File: config.mk
export PLATFORM = sky130hd
export DESIGN_NAME = three_wire_rtc_serial_master_top_flat
export DESIGN_NICKNAME = d
export VERILOG_FILES = /design/src/hw/rtl/rtc3w_pkg.sv /design/src/hw/rtl/rtc3w_if.sv /design/src/hw/rtl/rtc3w_front.sv /design/src/hw/rtl/rtc3w_queue.sv /design/src/hw/rtl/rtc3w_back.sv /design/src/hw/rtl/three_wire_rtc_serial_master_top.sv /design/src/flat_wrapper.sv
export SDC_FILE = /design/constraint.sdc
export NUM_CORES = 1
export LEC_CHECK = 0
export ABC_AREA = 1
export BUFFER_PORTS_ARGS = -buffer_cell sky130_fd_sc_hd__buf_2
export CAP_MARGIN = 5
export CORE_AREA = 3 3 93 95
export CTS_BUF_LIST = sky130_fd_sc_hd__clkbuf_16
export DETAILED_ROUTE_END_ITERATION = 10
export DIE_AREA = 0 0 96 98
export GPL_TIMING_DRIVEN = 0
export PLACE_DENSITY = 0.83
export SLEW_MARGIN = 10
export SYNTH_ARGS = -nofsm -noshare
export SYNTH_HDL_FRONTEND = slang
export SYNTH_SLANG_ARGS = --single-unit
File: constraint.sdc
create_clock -name clock -period 4.85 [get_ports clock]
set_clock_uncertainty 0.15 [all_clocks]
set_input_delay 0.485 -clock clock [delete_from_list [all_inputs] [get_ports clock]]
set_output_delay 0.485 -clock clock [all_outputs]
set_load 0.05 [all_outputs]
File: src/hw/rtl/rtc3w_pkg.sv
// Shared types and constants for the three-wire RTC serial master.
// Used by every RTL module of the block and by the testbench.
`default_nettype none

package rtc3w_pkg;

   // Request codes on the input channel.
   localparam logic [1:0] REQ_TICK  = 2'd0;
   localparam logic [1:0] REQ_WRITE = 2'd1;
   localparam logic [1:0] REQ_READ  = 2'd2;

   // Command byte framing.
   localparam logic [7:0] CMD_BASE  = 8'h80;
   localparam logic       READ_FLAG = 1'b1;

   // Bit counts of one access: command byte plus data byte.
   localparam logic [4:0] TOTAL_BITS = 5'd16;
   localparam logic [4:0] DATA_BITS  = 5'd8;

   // Reset value of the half period register.
   localparam logic [7:0] HALF_PERIOD_RESET = 8'd4;

   // Queue between the front and back ends.
   localparam int QUEUE_DEPTH = 2;
   localparam int QUEUE_AW    = $clog2(QUEUE_DEPTH);
   localparam int QUEUE_LW    = $clog2(QUEUE_DEPTH + 1);

   typedef enum logic [2:0] {
      PH_IDLE,
      PH_SETUP,
      PH_LOW,
      PH_HIGH,
      PH_HOLD
   } phase_type;

   // One classified tick as it travels through the queue.
   typedef struct packed {
      logic        start;
      logic        is_read;
      logic [15:0] tx_word;
      logic        din;
   } entry_type;

   // Queue fill status seen by the front end, the back end and the top level.
   typedef struct packed {
      logic [QUEUE_LW-1:0] level;
      logic                full;
      logic                empty;
   } queue_status_type;

   // One result beat as held in the output register.
   typedef struct packed {
      logic       serial_clock;
      logic       serial_data_out;
      logic       data_drive;
      logic       chip_enable;
      logic       busy_res;
      logic [7:0] read_data;
      logic       read_done;
   } result_type;

endpackage

`default_nettype wire

File: src/hw/rtl/rtc3w_if.sv
// Valid/ready channel interfaces for requests, results and configuration.
// Depends on nothing but the port widths of the block.
`default_nettype none

interface rtc3w_req_if;
   logic       valid;
   logic       ready;
   logic [1:0] req_type;
   logic       ram_select;
   logic [4:0] reg_addr;
   logic [7:0] write_data;
   logic       serial_data_in;

   modport source (output valid, req_type, ram_select, reg_addr, write_data,
                   serial_data_in, input ready);
   modport sink   (input valid, req_type, ram_select, reg_addr, write_data,
                   serial_data_in, output ready);
endinterface

interface rtc3w_rsp_if;
   logic       valid;
   logic       ready;
   logic       serial_clock;
   logic       serial_data_out;
   logic       data_drive;
   logic       chip_enable;
   logic       busy_res;
   logic [7:0] read_data;
   logic       read_done;

   modport source (output valid, serial_clock, serial_data_out, data_drive,
                   chip_enable, busy_res, read_data, read_done, input ready);
   modport sink   (input valid, serial_clock, serial_data_out, data_drive,
                   chip_enable, busy_res, read_data, read_done, output ready);
endinterface

interface rtc3w_csr_if;
   logic       valid;
   logic       ready;
   logic [7:0] half_period_ticks;

   modport source (output valid, half_period_ticks, input ready);
   modport sink   (input valid, half_period_ticks, output ready);
endinterface

`default_nettype wire

File: src/hw/rtl/rtc3w_front.sv
// Front end: accepts request beats and classifies them into queue entries.
// Depends on rtc3w_pkg and rtc3w_req_if.
`default_nettype none

module rtc3w_front
   import rtc3w_pkg::*;
(
   rtc3w_req_if.sink        req_bus,
   input  queue_status_type q_status,
   output logic             push,
   output entry_type        push_entry
);

   logic       is_start;
   logic       is_read;
   logic [7:0] cmd_byte;

   // A beat is taken whenever the queue has room.
   assign req_bus.ready = !q_status.full;
   assign push          = req_bus.valid && !q_status.full;

   // Decode the request and build the command byte.
   always_comb begin
      is_start = (req_bus.req_type == REQ_WRITE) || (req_bus.req_type == REQ_READ);
      is_read  = (req_bus.req_type == REQ_READ);
      cmd_byte = CMD_BASE | {1'b0, req_bus.ram_select, req_bus.reg_addr, 1'b0};
      if (is_read) begin
         cmd_byte[0] = READ_FLAG;
      end
   end

   // A read sends only the command; a write appends the data byte.
   always_comb begin
      push_entry.start   = is_start;
      push_entry.is_read = is_read;
      push_entry.din     = req_bus.serial_data_in;
      if (is_read) begin
         push_entry.tx_word = {8'h00, cmd_byte};
      end else begin
         push_entry.tx_word = {req_bus.write_data, cmd_byte};
      end
   end

endmodule

`default_nettype wire

File: src/hw/rtl/rtc3w_queue.sv
// Short first-in first-out queue of classified ticks between front and back.
// Depends on rtc3w_pkg for the entry type and depth.
`default_nettype none

module rtc3w_queue
   import rtc3w_pkg::*;
(
   input  logic             clock,
   input  logic             reset,
   input  logic             push,
   input  entry_type        push_entry,
   input  logic             pop,
   output entry_type        pop_entry,
   output queue_status_type status
);

   entry_type           entries_ff [QUEUE_DEPTH];
   logic [QUEUE_AW-1:0] wr_ptr_ff, wr_ptr_in;
   logic [QUEUE_AW-1:0] rd_ptr_ff, rd_ptr_in;
   logic [QUEUE_LW-1:0] level_ff, level_in;

   // Pointer and level updates; pointers wrap at the queue depth.
   always_comb begin
      wr_ptr_in = wr_ptr_ff;
      rd_ptr_in = rd_ptr_ff;
      level_in  = level_ff;
      if (push) begin
         wr_ptr_in = (wr_ptr_ff == QUEUE_AW'(QUEUE_DEPTH - 1)) ? '0 : wr_ptr_ff + 1'b1;
      end
      if (pop) begin
         rd_ptr_in = (rd_ptr_ff == QUEUE_AW'(QUEUE_DEPTH - 1)) ? '0 : rd_ptr_ff + 1'b1;
      end
      if (push && !pop) begin
         level_in = level_ff + 1'b1;
      end else if (pop && !push) begin
         level_in = level_ff - 1'b1;
      end
   end

   always_ff @(posedge clock) begin
      if (reset) begin
         wr_ptr_ff <= '0;
         rd_ptr_ff <= '0;
         level_ff  <= '0;
      end else begin
         wr_ptr_ff <= wr_ptr_in;
         rd_ptr_ff <= rd_ptr_in;
         level_ff  <= level_in;
      end
   end

   // Entry storage needs no reset.
   always_ff @(posedge clock) begin
      if (push) begin
         entries_ff[wr_ptr_ff] <= push_entry;
      end
   end

   assign pop_entry     = entries_ff[rd_ptr_ff];
   assign status.level  = level_ff;
   assign status.full   = (level_ff == QUEUE_LW'(QUEUE_DEPTH));
   assign status.empty  = (level_ff == '0);

endmodule

`default_nettype wire

File: src/hw/rtl/rtc3w_back.sv
// Back end: runs the serial sequencer one tick per queue entry and holds
// the result beat in an output register. Depends on rtc3w_pkg, rtc3w_rsp_if.
`default_nettype none

module rtc3w_back
   import rtc3w_pkg::*;
(
   input  logic             clock,
   input  logic             reset,
   input  logic [7:0]       half_period,
   input  queue_status_type q_status,
   input  entry_type        entry,
   output logic             pop,
   rtc3w_rsp_if.source      rsp_bus
);

   phase_type   phase_ff, phase_in;
   logic [7:0]  div_ff, div_in;
   logic [4:0]  bit_cnt_ff, bit_cnt_in;
   logic [15:0] tx_ff, tx_in;
   logic [7:0]  rx_ff, rx_in;
   logic        is_read_ff, is_read_in;
   result_type  res_ff, res_in;
   logic        res_valid_ff, res_valid_in;

   logic        phase_end;
   logic [4:0]  bit_cnt_inc;
   logic        released;
   logic        read_done_in;

   // Take a tick when one is queued and the output register is free.
   assign pop = !q_status.empty && (!res_valid_ff || rsp_bus.ready);

   assign phase_end   = ({1'b0, div_ff} + 9'd1) >= {1'b0, half_period};
   assign bit_cnt_inc = bit_cnt_ff + 5'd1;

   // Next phase of the sequencer.
   always_comb begin
      phase_in = phase_ff;
      case (phase_ff)
         PH_IDLE: begin
            if (entry.start) begin
               phase_in = PH_SETUP;
            end
         end
         PH_SETUP: begin
            if (phase_end) begin
               phase_in = PH_LOW;
            end
         end
         PH_LOW: begin
            if (phase_end) begin
               phase_in = PH_HIGH;
            end
         end
         PH_HIGH: begin
            if (phase_end) begin
               phase_in = (bit_cnt_inc >= TOTAL_BITS) ? PH_HOLD : PH_LOW;
            end
         end
         PH_HOLD: begin
            if (phase_end) begin
               phase_in = PH_IDLE;
            end
         end
         default: begin
            phase_in = PH_IDLE;
         end
      endcase
   end

   // Datapath updates: divider, bit counter, shift registers.
   always_comb begin
      div_in       = div_ff;
      bit_cnt_in   = bit_cnt_ff;
      tx_in        = tx_ff;
      rx_in        = rx_ff;
      is_read_in   = is_read_ff;
      read_done_in = 1'b0;
      if (phase_ff == PH_IDLE) begin
         if (entry.start) begin
            is_read_in = entry.is_read;
            tx_in      = entry.tx_word;
            bit_cnt_in = '0;
            div_in     = '0;
         end
      end else if (phase_end) begin
         div_in = '0;
         case (phase_ff)
            PH_SETUP: begin
               bit_cnt_in = '0;
            end
            PH_LOW: begin
               // Sample the line just before the rising edge of a data bit.
               if (is_read_ff && (bit_cnt_ff >= DATA_BITS)) begin
                  rx_in[bit_cnt_ff[2:0]] = entry.din;
               end
            end
            PH_HIGH: begin
               bit_cnt_in = bit_cnt_inc;
               tx_in      = {1'b0, tx_ff[15:1]};
            end
            default: begin
               read_done_in = is_read_ff;
            end
         endcase
      end else begin
         div_in = div_ff + 8'd1;
      end
   end

   // Pin levels follow the state after this tick.
   always_comb begin
      released = is_read_in && (bit_cnt_in >= DATA_BITS) &&
                 ((phase_in == PH_LOW) || (phase_in == PH_HIGH) || (phase_in == PH_HOLD));
      res_in.busy_res        = (phase_in != PH_IDLE);
      res_in.chip_enable     = (phase_in != PH_IDLE);
      res_in.serial_clock    = (phase_in == PH_HIGH);
      res_in.read_data       = rx_in;
      res_in.read_done       = read_done_in;
      res_in.data_drive      = !released;
      res_in.serial_data_out = !released &&
                               ((phase_in == PH_LOW) || (phase_in == PH_HIGH)) && tx_in[0];
   end

   // Output register valid: set on a new tick, cleared when drained.
   always_comb begin
      res_valid_in = res_valid_ff;
      if (pop) begin
         res_valid_in = 1'b1;
      end else if (rsp_bus.ready) begin
         res_valid_in = 1'b0;
      end
   end

   always_ff @(posedge clock) begin
      if (reset) begin
         phase_ff     <= PH_IDLE;
         div_ff       <= '0;
         bit_cnt_ff   <= '0;
         tx_ff        <= '0;
         rx_ff        <= '0;
         is_read_ff   <= 1'b0;
         res_valid_ff <= 1'b0;
      end else begin
         res_valid_ff <= res_valid_in;
         if (pop) begin
            phase_ff   <= phase_in;
            div_ff     <= div_in;
            bit_cnt_ff <= bit_cnt_in;
            tx_ff      <= tx_in;
            rx_ff      <= rx_in;
            is_read_ff <= is_read_in;
         end
      end
   end

   // Result payload needs no reset.
   always_ff @(posedge clock) begin
      if (pop) begin
         res_ff <= res_in;
      end
   end

   assign rsp_bus.valid           = res_valid_ff;
   assign rsp_bus.serial_clock    = res_ff.serial_clock;
   assign rsp_bus.serial_data_out = res_ff.serial_data_out;
   assign rsp_bus.data_drive      = res_ff.data_drive;
   assign rsp_bus.chip_enable     = res_ff.chip_enable;
   assign rsp_bus.busy_res        = res_ff.busy_res;
   assign rsp_bus.read_data       = res_ff.read_data;
   assign rsp_bus.read_done       = res_ff.read_done;

endmodule

`default_nettype wire

File: src/hw/rtl/three_wire_rtc_serial_master_top.sv
// Three-wire RTC serial master: usage notes
//
// Every request beat is one system tick. A tick with req_type write or read
// starts a single-byte access when the master is idle; otherwise it only
// advances the serial timing. Each request beat yields exactly one result
// beat carrying the pin levels (serial_clock, serial_data_out, data_drive,
// chip_enable), busy_res, the receive register and a one-tick read_done.
// A request passes through the queue, then into the result register.
// Throughput is one beat per cycle while the result side stays ready, set by
// the back-end sequencer, which handles one queued tick per cycle.
// A two-entry queue separates the request side from the sequencer, and the
// result register lets a new request be taken while a result waits.
// When the result side stalls the sequencer holds, the queue fills and then
// req_bus.ready drops; no beat is lost or repeated.
// The csr channel writes half_period_ticks (reset 4); it is always ready. The user
// must write it only while no beat is queued or waiting in the result register;
// the block does not enforce this. Reset (synchronous, active high) empties the
// queue, clears the result valid flag and returns the sequencer to idle with all
// shift state zero. Depends on rtc3w_pkg, channel interfaces, front, queue, back.
`default_nettype none

module three_wire_rtc_serial_master_top
   import rtc3w_pkg::*;
(
   input  logic        clock,
   input  logic        reset,
   rtc3w_req_if.sink   req_bus,
   rtc3w_rsp_if.source rsp_bus,
   rtc3w_csr_if.sink   csr_bus
);

   logic [7:0]       half_period_ff, half_period_in;
   queue_status_type q_status;
   logic             push;
   entry_type        push_entry;
   logic             pop;
   entry_type        pop_entry;

   // Configuration register.
   assign csr_bus.ready = 1'b1;

   always_comb begin
      half_period_in = half_period_ff;
      if (csr_bus.valid) begin
         half_period_in = csr_bus.half_period_ticks;
      end
   end

   always_ff @(posedge clock) begin
      if (reset) begin
         half_period_ff <= HALF_PERIOD_RESET;
      end else begin
         half_period_ff <= half_period_in;
      end
   end

   rtc3w_front u_front (
      .req_bus    (req_bus),
      .q_status   (q_status),
      .push       (push),
      .push_entry (push_entry)
   );

   rtc3w_queue u_queue (
      .clock      (clock),
      .reset      (reset),
      .push       (push),
      .push_entry (push_entry),
      .pop        (pop),
      .pop_entry  (pop_entry),
      .status     (q_status)
   );

   rtc3w_back u_back (
      .clock       (clock),
      .reset       (reset),
      .half_period (half_period_ff),
      .q_status    (q_status),
      .entry       (pop_entry),
      .pop         (pop),
      .rsp_bus     (rsp_bus)
   );

   // The queue level never passes its depth.
   a_level_bound: assert property (@(posedge clock) disable iff (reset)
      q_status.level <= QUEUE_LW'(QUEUE_DEPTH))
      else $error("queue level beyond depth");

   // A tick is never pushed into a full queue.
   a_no_overflow: assert property (@(posedge clock) disable iff (reset)
      (req_bus.valid && req_bus.ready) |-> !q_status.full)
      else $error("push into full queue");

   // A released data line is never driven high and only occurs with enable up.
   a_release: assert property (@(posedge clock) disable iff (reset)
      (rsp_bus.valid && !rsp_bus.data_drive) |->
         (!rsp_bus.serial_data_out && rsp_bus.chip_enable))
      else $error("released line driven or enable low");

   // Reset leaves no result pending.
   a_reset_clear: assert property (@(posedge clock)
      reset |=> !rsp_bus.valid)
      else $error("result valid after reset");

endmodule

`default_nettype wire

File: src/flat_wrapper.sv
// flat-port wrapper written by rule: the top's interface ports become plain ports
module three_wire_rtc_serial_master_top_flat import rtc3w_pkg::*;
  (clock, reset, req_bus_valid, req_bus_req_type, req_bus_ram_select, req_bus_reg_addr, req_bus_write_data, req_bus_serial_data_in, req_bus_ready, rsp_bus_valid, rsp_bus_serial_clock, rsp_bus_serial_data_out, rsp_bus_data_drive, rsp_bus_chip_enable, rsp_bus_busy_res, rsp_bus_read_data, rsp_bus_read_done, rsp_bus_ready, csr_bus_valid, csr_bus_half_period_ticks, csr_bus_ready);
  rtc3w_req_if req_bus_i ();
  rtc3w_rsp_if rsp_bus_i ();
  rtc3w_csr_if csr_bus_i ();
  input  logic clock;
  input  logic reset;
  input wire logic [$bits(req_bus_i.valid)-1:0] req_bus_valid;
  input wire logic [$bits(req_bus_i.req_type)-1:0] req_bus_req_type;
  input wire logic [$bits(req_bus_i.ram_select)-1:0] req_bus_ram_select;
  input wire logic [$bits(req_bus_i.reg_addr)-1:0] req_bus_reg_addr;
  input wire logic [$bits(req_bus_i.write_data)-1:0] req_bus_write_data;
  input wire logic [$bits(req_bus_i.serial_data_in)-1:0] req_bus_serial_data_in;
  output wire logic [$bits(req_bus_i.ready)-1:0] req_bus_ready;
  output wire logic [$bits(rsp_bus_i.valid)-1:0] rsp_bus_valid;
  output wire logic [$bits(rsp_bus_i.serial_clock)-1:0] rsp_bus_serial_clock;
  output wire logic [$bits(rsp_bus_i.serial_data_out)-1:0] rsp_bus_serial_data_out;
  output wire logic [$bits(rsp_bus_i.data_drive)-1:0] rsp_bus_data_drive;
  output wire logic [$bits(rsp_bus_i.chip_enable)-1:0] rsp_bus_chip_enable;
  output wire logic [$bits(rsp_bus_i.busy_res)-1:0] rsp_bus_busy_res;
  output wire logic [$bits(rsp_bus_i.read_data)-1:0] rsp_bus_read_data;
  output wire logic [$bits(rsp_bus_i.read_done)-1:0] rsp_bus_read_done;
  input wire logic [$bits(rsp_bus_i.ready)-1:0] rsp_bus_ready;
  input wire logic [$bits(csr_bus_i.valid)-1:0] csr_bus_valid;
  input wire logic [$bits(csr_bus_i.half_period_ticks)-1:0] csr_bus_half_period_ticks;
  output wire logic [$bits(csr_bus_i.ready)-1:0] csr_bus_ready;
  assign req_bus_i.valid = req_bus_valid;
  assign req_bus_i.req_type = req_bus_req_type;
  assign req_bus_i.ram_select = req_bus_ram_select;
  assign req_bus_i.reg_addr = req_bus_reg_addr;
  assign req_bus_i.write_data = req_bus_write_data;
  assign req_bus_i.serial_data_in = req_bus_serial_data_in;
  assign req_bus_ready = req_bus_i.ready;
  assign rsp_bus_valid = rsp_bus_i.valid;
  assign rsp_bus_serial_clock = rsp_bus_i.serial_clock;
  assign rsp_bus_serial_data_out = rsp_bus_i.serial_data_out;
  assign rsp_bus_data_drive = rsp_bus_i.data_drive;
  assign rsp_bus_chip_enable = rsp_bus_i.chip_enable;
  assign rsp_bus_busy_res = rsp_bus_i.busy_res;
  assign rsp_bus_read_data = rsp_bus_i.read_data;
  assign rsp_bus_read_done = rsp_bus_i.read_done;
  assign rsp_bus_i.ready = rsp_bus_ready;
  assign csr_bus_i.valid = csr_bus_valid;
  assign csr_bus_i.half_period_ticks = csr_bus_half_period_ticks;
  assign csr_bus_ready = csr_bus_i.ready;
  three_wire_rtc_serial_master_top u_core (.clock(clock), .reset(reset), .req_bus(req_bus_i), .rsp_bus(rsp_bus_i), .csr_bus(csr_bus_i));
endmodule
==> out/qor.yml, run 1 <==
final_standard_cell_count_with_taps_included_and_fillers_excluded: 780
synthesis.nets: 661
cts.hold.buffers_added: 0
cell_family_with_the_largest_share_of_critical_path_delay: "simple AND/OR/NAND/NOR gates"
synth-main-ff-cell: "sky130_fd_sc_hd__dfxtp_1"
layout-drive-gt1-share_pct: 14.6
crit_chain: "ha_1, nand3_2, nor3_2, xnor2_1, inv_1, ha_1, a21oi_1, nand2_1, nand2_1, nand2_2, buf_6, buf_8, nand2_1, nand3_1, nand2_1, nand3_1"
nFillCells: 630
worst_path_largest_cell_delay_ps: 400
grt_setup_unrepaired: "no"
cap_violations: 0
die_x_um: 96
synth_cell_types: 33
floorplan.initialDensity_pct: 64.1
drt_first_iter_violations: 300
cts_setup_buffers: 0
die_height_um: 98
vias_in_the_first_global_route: 4010
antenna_found_initial: 0
drc_errors: 0
core-area_um2: 7810
hold_violations: 0
vias: 4137
combined_area_of_all_synthesized_cells_um2: 5000
cts.htree.levels: 3
hold_path.class: "input pin to flop"
synth_async_sr_flop_share_pct: 0
synth_enable_flop_cells: 47
critical_path_start_end_classification: "flop to flop"
biggest_fanout_along_the_worst_timing_path: 10
yosys.area.top_type_share_pct: 28.2
postRouteAntennaNets: 0
io_buffers: 44
worst-endpoint-arrival_ps: 2940
critical_path_buf_inv_count: 3
cp_slowest_cell: "sky130_fd_sc_hd__dfxtp_1"
cts_inserted_buffers: 9
postSynthRegisterBits: 102
synth.area.top_cells: "sky130_fd_sc_hd__edfxtp_1 (28%), sky130_fd_sc_hd__dfxtp_1 (22%), sky130_fd_sc_hd__nand2_1 (11%)"
final.setup.tns_ps: 0
boundaryPins: 47
synthDominantAreaCellType: "sky130_fd_sc_hd__edfxtp_1"
cts.repair.resized: 0
route.detailed.vias_per_inst: 5.30
cell_with_the_most_instances_after_synthesis: "sky130_fd_sc_hd__nand2_1"
power.leakage_nw: 2.51
grt_max_degree: 23
synth_cells: 618
register_area_um2: 2510
cts.sinks: 102
max-clock-path-buffers: 2
cts_tree: "built"
vdd.ir_drop.worst_mv: 0.267
slew_viol_final: 0
post-route-period-util_pct: 62.1
grt_first_pass_wirelength_um: 17700
gp_routability_congestion: 0.940
final-setup-viol-count: 0
synth.top_cells.by_count: "sky130_fd_sc_hd__nand2_1 (142), sky130_fd_sc_hd__inv_1 (89), sky130_fd_sc_hd__nor2_1 (60)"
critical_path.startpoint_type: "flop"
critPathMostFrequentCell: "sky130_fd_sc_hd__nand2_1"
placed_insts: 764
fmax_ghz: 0.332
syn_to_final_growth_pct: 12.7
final_nets: 716
detailed_place_hpwl_um: 7230
multiInputGateArea_um2: 1990
clk_pin_slew_ps: 70
syn_avg_cell_area_um2: 8.10
drtPass1Iterations: 5
placed_area_um2: 5360
crit_required_ps: 4770
detail_route.wl_per_cell_um: 13.2
max-slew-margin-rel_pct: 41.3
grt_overflow: 0
fin_crit_ps: 3010
global_route.usage.total_pct: 23.4
outcome: "complete, no violations"
synth-seq-area-share_pct: 50.2
final_area_um2: 5640
clock_insertion_delay_worst_skew_ps: 340
diode_count: 0
critical_path.endpoint_type: "flop"
yosysWarningCount: 0
routed_wl_um: 10300
fin_util_pct: 72.2
fin_total_pwr_w: 0.00349
pwr_density_cell_nw_per_um2: 619
std_cell_rows: 32
dieArea_um2: 9410
worst_pin_slew_ps: 880
cts_root_buf: "sky130_fd_sc_hd__clkbuf_16"
[registers in the layout, summed over array words and instances (netlist names), 2 cells and up, named ones only]
signal,cells
u_core.u_back.phase_ff,3
u_core.u_queue.entries_ff,34
u_core.u_back.div_ff,8
u_core.u_back.tx_ff,16
u_core.half_period_ff,8
u_core.u_back.rx_ff,8
u_core.u_back.rsp_bus.read_data,8
u_core.u_back.bit_cnt_ff,5
u_core.u_queue.level_ff,2
[area by class of cell]
type | instances | share of cell area, %
flip-flops and latches | 102 | 44.5
multi-input cells | 395 | 35.3
inverters | 95 | 6.32
clock buffers | 9 | 3.99
repair buffers | 44 | 3.90
plain buffers | 26 | 2.68
well taps | 102 | 2.26
clock inverters | 7 | 0.998
[cells in the final DEF (no fill, tap or decap)]
cell type,instances
sky130_fd_sc_hd__nand4_1,1
sky130_fd_sc_hd__or2_2,1
sky130_fd_sc_hd__mux2i_1,13
sky130_fd_sc_hd__nor3_1,1
sky130_fd_sc_hd__nand2_2,6
sky130_fd_sc_hd__inv_1,89
sky130_fd_sc_hd__buf_2,53
sky130_fd_sc_hd__clkbuf_16,9
sky130_fd_sc_hd__xnor2_1,2
sky130_fd_sc_hd__nor3_2,2
sky130_fd_sc_hd__a21oi_2,2
sky130_fd_sc_hd__ha_1,13
sky130_fd_sc_hd__o21ai_1,7
sky130_fd_sc_hd__nor2_1,58
sky130_fd_sc_hd__o211ai_1,2
sky130_fd_sc_hd__clkinv_1,1
sky130_fd_sc_hd__inv_8,1
sky130_fd_sc_hd__edfxtp_1,47
sky130_fd_sc_hd__o21ai_2,2
sky130_fd_sc_hd__buf_6,3
sky130_fd_sc_hd__xor2_1,6
sky130_fd_sc_hd__dfxtp_1,55
sky130_fd_sc_hd__conb_1,1
sky130_fd_sc_hd__clkinv_4,1
sky130_fd_sc_hd__nand3_1,19
sky130_fd_sc_hd__o21ai_0,55
sky130_fd_sc_hd__a31oi_1,1
sky130_fd_sc_hd__inv_2,6
sky130_fd_sc_hd__a32o_1,1
sky130_fd_sc_hd__nor2_2,4
sky130_fd_sc_hd__inv_6,2
sky130_fd_sc_hd__nand2_1,142
sky130_fd_sc_hd__buf_4,2
sky130_fd_sc_hd__a21oi_1,42
sky130_fd_sc_hd__o22ai_1,13
sky130_fd_sc_hd__clkbuf_1,10
sky130_fd_sc_hd__clkinvlp_4,2
sky130_fd_sc_hd__nand3_2,1
sky130_fd_sc_hd__buf_8,1
sky130_fd_sc_hd__clkbuf_2,1
[worst reg2reg max path: stages, from the launching register on]
cell	delay, ps
sky130_fd_sc_hd__dfxtp_1	400
sky130_fd_sc_hd__ha_1	230
sky130_fd_sc_hd__nand3_2	120
sky130_fd_sc_hd__nor3_2	190
sky130_fd_sc_hd__xnor2_1	150
sky130_fd_sc_hd__inv_1	100
sky130_fd_sc_hd__ha_1	300
sky130_fd_sc_hd__a21oi_1	140
sky130_fd_sc_hd__nand2_1	90
sky130_fd_sc_hd__nand2_1	90
sky130_fd_sc_hd__nand2_2	80
sky130_fd_sc_hd__buf_6	170
sky130_fd_sc_hd__buf_8	150
sky130_fd_sc_hd__nand2_1	70
sky130_fd_sc_hd__nand3_1	140
sky130_fd_sc_hd__nand2_1	120
sky130_fd_sc_hd__nand3_1	80
[final timing paths]
check / startpoint / endpoint / slack (ps) / cells past startpoint
worst max-delay path: u_core.u_back.div_ff[0] / u_core.u_back.rsp_bus.data_drive / 1840 / 16
worst min register to register: u_core.u_queue.rd_ptr_ff / u_core.u_queue.rd_ptr_ff / 300 / 1
worst max register to register: u_core.u_back.div_ff[0] / u_core.u_back.rsp_bus.data_drive / 1840 / 16
worst min-delay path: req_bus_reg_addr[4] / u_core.u_queue.entries_ff[1][6] / 180 / 1
[report_power, final]
part	leakage [nW]	total, W	switching, W	internal [W]
combinational	1.48	0.00156	0.00110	0.000462
clock	0.132	0.000678	0.000323	0.000354
sequential	0.896	0.00125	0.0000963	0.00115
[kinds of logic (layout without fill, tap and decap cells)]
family          count (synthesis)  after routing  synth area share, %
simple gates                  235            235                 19.0
compound gates                125            125                 13.3
buf+inv                       121            181                 10.1
flops                         102            102                 50.2
fa+ha+maj                      13             13                 3.25
mux                            13             13                 2.60
xor+xnor                        8              8                 1.40
other cells                     1              1               0.0749
[per-layer routing]
layer / GRT usage [%] / wire length, µm / vias up
li1: - / - / 2102
met1: 30.0 / 4460 / 1885
met2: 39.1 / 5070 / 131
met3: 3.78 / 578 / 19
met4: 8.64 / 153 / 0
met5: 0 / 0 / -
[metrics by stage]
stage | setup slack [ps] | hold WS [ps]
final | 1840 | 184
after global routing | 1580 | 173
after CTS | 1870 | 178
after detailed placement | 1900 | 296
after global placement | 2060 | 285
after floorplan | 2290 | 276
No activity file was read; power rests on OpenSTA's default activity.
==> run 2: changes to the inputs <==
--- a/config.mk
+++ b/config.mk
@@ -5,15 +5,15 @@
 export SDC_FILE = /design/constraint.sdc
 export NUM_CORES = 1
 export LEC_CHECK = 0
-export ABC_AREA = 1
+export ABC_AREA = 0
 export BUFFER_PORTS_ARGS = -buffer_cell sky130_fd_sc_hd__buf_2
 export CAP_MARGIN = 5
-export CORE_AREA = 3 3 93 95
+export CORE_AREA = 3 3 101 103
 export CTS_BUF_LIST = sky130_fd_sc_hd__clkbuf_16
 export DETAILED_ROUTE_END_ITERATION = 10
-export DIE_AREA = 0 0 96 98
+export DIE_AREA = 0 0 104 106
 export GPL_TIMING_DRIVEN = 0
-export PLACE_DENSITY = 0.83
+export PLACE_DENSITY = 0.74
 export SLEW_MARGIN = 10
 export SYNTH_ARGS = -nofsm -noshare
 export SYNTH_HDL_FRONTEND = slang
==> constraint.sdc (replaced) <==
create_clock -name clock -period 2.5 [get_ports clock]
set_clock_uncertainty 0.15 [all_clocks]
set_input_delay 0.25 -clock clock [delete_from_list [all_inputs] [get_ports clock]]
set_output_delay 0.25 -clock clock [all_outputs]
set_load 0.05 [all_outputs]
==> out/qor.yml, run 2 <==
dp_slack_ps: -850  # -2750 ps
detailed_place_hpwl_um: 7320  # +1.3%
register_area_um2: 2530  # +0.55%
fin_crit_ps: 3130  # +118 ps
r2r-end: "u_core.u_back.div_ff[4]"
synth_cell_types: 66  # +100%
clk_pin_slew_ps: 80  # about the same
critical_path.endpoint_type: "flop"
vias: 4152  # +0.36%
wl_met2_um: 6330  # +25%
biggest_fanout_along_the_worst_timing_path: 5  # -5
cell_family_with_the_largest_share_of_critical_path_delay: "simple AND/OR/NAND/NOR gates"
max-clock-path-buffers: 2  # unchanged
crit_required_ps: 2610  # -2160 ps
hold_path.class: "input pin to flop"
nFillCells: 636  # +0.95%
synth_cells: 479  # -22%
final.setup.tns_ps: -24900  # -24,900 ps
synth-seq-area-share_pct: 50.6  # +0.44 points
syn_to_final_growth_pct: 33.1
pwr_density_cell_nw_per_um2: 1010  # +64%
multiInputGateArea_um2: 2730  # +37%
dr.max_layer_used: "met4"
outcome: "complete, but fails checks"
critical_path.startpoint_type: "flop"
layout-drive-gt1-share_pct: 35.7  # +21 points
grt_first_pass_wirelength_um: 19300  # +9.0%
combined_area_of_all_synthesized_cells_um2: 4960  # -0.88%
slew_viol_final: 0  # unchanged
diode_count: 0  # unchanged
rr_worst_depth: 15  # -1
grt_overflow: 0  # unchanged
worst_setup_path_endpoint: "u_core.u_back.div_ff[4]"
int_pwr_w: 0.00392  # +99%
yosysWarningCount: 0  # unchanged
detail_route.wirelength.met1_um: 5090  # +14%
regToRegStartpoint: "u_core.u_back.div_ff[0]"
critical_path_buf_inv_count: 5  # +2
power.clock.fraction_pct: 21.2  # +1.8 points
power.leakage_nw: 2.51  # -0.14%
syn_avg_cell_area_um2: 10.4  # +28%
path_depth: 15  # -1
whs_path_depth: 3  # +2
violated_checks: "negative hold slack, negative setup slack"
cts_root_buf: "sky130_fd_sc_hd__clkbuf_16"
max-slew-margin-rel_pct: 42.7  # +1.4 points
core-area_um2: 9280  # +19%
post-route-period-util_pct: 125  # +63 points
sw_frac_of_total_pct: 41.3  # -2.2 points
total_net_switching_power_w: 0.00276  # +82%
cell_with_the_most_instances_after_synthesis: "sky130_fd_sc_hd__dfxtp_1"
worst_path_largest_cell_delay_ps: 390  # about the same
worst-endpoint-arrival_ps: 3240  # +300 ps
io_buffers: 44  # unchanged
synth.area.top_cells: "sky130_fd_sc_hd__edfxtp_1 (28%), sky130_fd_sc_hd__dfxtp_1 (22%), sky130_fd_sc_hd__mux2i_1 (6.1%)"
registers.top_by_ff_count: "u_core.u_queue.entries_ff"
drc_errors: 0  # unchanged
synth_async_sr_flop_share_pct: 0  # unchanged
die_height_um: 106  # +8.2%
drtPass1Iterations: 5  # unchanged
synth_enable_flop_cells: 47  # unchanged
clock_insertion_delay_worst_skew_ps: 360  # +20 ps
hold_violations: 2  # +2
grt_setup_unrepaired: "yes"
synthesis.nets: 522  # -21%
fin_total_pwr_w: 0.00669  # +92%
routed_wl_um: 12700  # +24%
die_x_um: 104  # +8.3%
cap_violations: 0  # unchanged
dieArea_um2: 11000  # +17%
worst_pin_slew_ps: 858  # -21.6 ps
met3_wirelength_um: 821  # +42%
vdd.ir_drop.worst_mv: 0.515  # +93%
cts.sinks: 102  # unchanged
power.share.combinational_pct: 43.5  # -1.2 points
std_cell_rows: 35  # +9.4%
postLayoutSetupSlackWorst_ps: -632  # -2470 ps
fmax_ghz: 0.319  # -3.8%
global_route.usage.total_pct: 21.6  # -1.8 points
yosys.area.top_type_share_pct: 28.4  # +0.25 points
setup.worst_path.start: "u_core.u_back.div_ff[0]"
largest_register_ff_count: 34  # unchanged
final-setup-viol-count: 53  # +53
final_nets: 621  # -13%
reg_top3: "u_core.u_queue.entries_ff (34), u_core.u_back.tx_ff (16)"
synthDominantAreaCellType: "sky130_fd_sc_hd__edfxtp_1"
layout.cells.most_common_list: "sky130_fd_sc_hd__buf_2 (50), sky130_fd_sc_hd__dfxtp_1 (50), sky130_fd_sc_hd__edfxtp_1 (47)"
detail_route.wl_per_cell_um: 17.8  # +35%
power.sequential.fraction_pct: 35.4  # -0.5 points
finalHoldWorstSlack_ps: -6.48  # -190 ps
boundaryPins: 47  # unchanged
route.detailed.vias_per_inst: 5.83  # +9.9%
gp_routability_congestion: 0.916  # -2.6%
crit_chain: "buf_4, nand2_1, or2_4, xnor2_1, ha_1, nor3_2, nor2_2, buf_4, a21o_4, buf_4, buf_4, nor2_4, buf_6, a31oi_2, nor3_2"
critPathMostFrequentCell: "sky130_fd_sc_hd__buf_4"
synth-main-ff-cell: "sky130_fd_sc_hd__dfxtp_1"
critical_path_start_end_classification: "flop to flop"
vias_in_the_first_global_route: 3946  # -1.6%
synth.top_cells.by_count: "sky130_fd_sc_hd__dfxtp_1 (55), sky130_fd_sc_hd__edfxtp_1 (47), sky130_fd_sc_hd__nor2_1 (46)"
reg2reg_slack_ps: -630  # -2470 ps
cts_tree: "built"
cts.htree.levels: 3  # unchanged
floorplan.initialDensity_pct: 53.4  # -11 points
cp_slowest_cell: "sky130_fd_sc_hd__dfxtp_4"
grt_max_degree: 22  # -4.3%
postSynthRegisterBits: 102  # unchanged
cts_inserted_buffers: 9  # unchanged
antenna_found_initial: 0  # unchanged
drt_first_iter_violations: 313  # +4.3%
postRouteAntennaNets: 0  # unchanged
-- run 2: cells by family (layout without fill, tap and decap cells) --
kind of cell	after synthesis	after routing	share of synthesized area, %
DFF	102	102	50.6
muxes	39	39	8.10
xor gates and xnor gates	10	10	1.77
AOI/OAI and AO/OA	109	110	16.2
other	1	1	0.0756
and+or+nand+nor	160	160	15.8
buffers and inverters	45	148	4.16
adders and majority gates	13	13	3.28
-- run 2: how the worst min path moves through the flow --
stage                                       from                              end
floorplan                 req_bus_serial_data_in  u_core.u_queue.entries_ff[0][0]
global placement             req_bus_reg_addr[0]  u_core.u_queue.entries_ff[1][2]
detailed placement           req_bus_reg_addr[0]  u_core.u_queue.entries_ff[1][2]
CTS                 csr_bus_half_period_ticks[4]         u_core.half_period_ff[4]
global route        csr_bus_half_period_ticks[4]         u_core.half_period_ff[4]
finish              csr_bus_half_period_ticks[4]         u_core.half_period_ff[4]
-- run 2: worst min-delay path, delay by kind of cell --
| family | cells | cell delay [ps] |
|---|---|---|
| buffers and inverters | 1 | 80 |
| multiplexers | 1 | 60 |
| AND/OR/NAND/NOR | 1 | 80 |
-- run 2: metrics by stage --
stage	utilization (%)	cells	cell area, µm²
after floorplan	-	479	5050
after global placement	58.5	652	5430
after detailed placement	58.5	652	5440
after CTS	67.2	703	6240
after global routing	71.1	712	6610
final	71.1	712	6610
-- run 2: metal layers --
layer  up-vias  track usage [%]
li1       1954                -
met1      1980             27.3
met2       171             36.8
met3        47             3.89
met4         0             8.45
met5         -                0
-- run 2: area by class of cell --
class	count	area share, %
buffer	28	2.42
clock buffer	9	3.41
clock inverter	7	1.12
inverter	15	0.852
multi-input combinational	333	41.4
sequential	102	38.2
tap	129	2.44
timing repair buffer	89	10.2
-- run 2: repair_timing --
action	4_1_cts	5_1_grt
setup buffers	24	11
gates resized for setup	55	54
pin swaps	41	23
hold endpoints to repair	17	0
hold buffers	10	0
cloned	2	1
setup endpoints to repair	53	53
-- run 2: power groups by stage --
stage	combinational, W	sequential (W)	clock, W
floorplan	0.00153	0.00260	0
global placement	0.00227	0.00234	0
detailed placement	0.00232	0.00236	0
CTS	0.00257	0.00233	0.00141
global route	0.00311	0.00240	0.00150
finish	0.00291	0.00236	0.00141
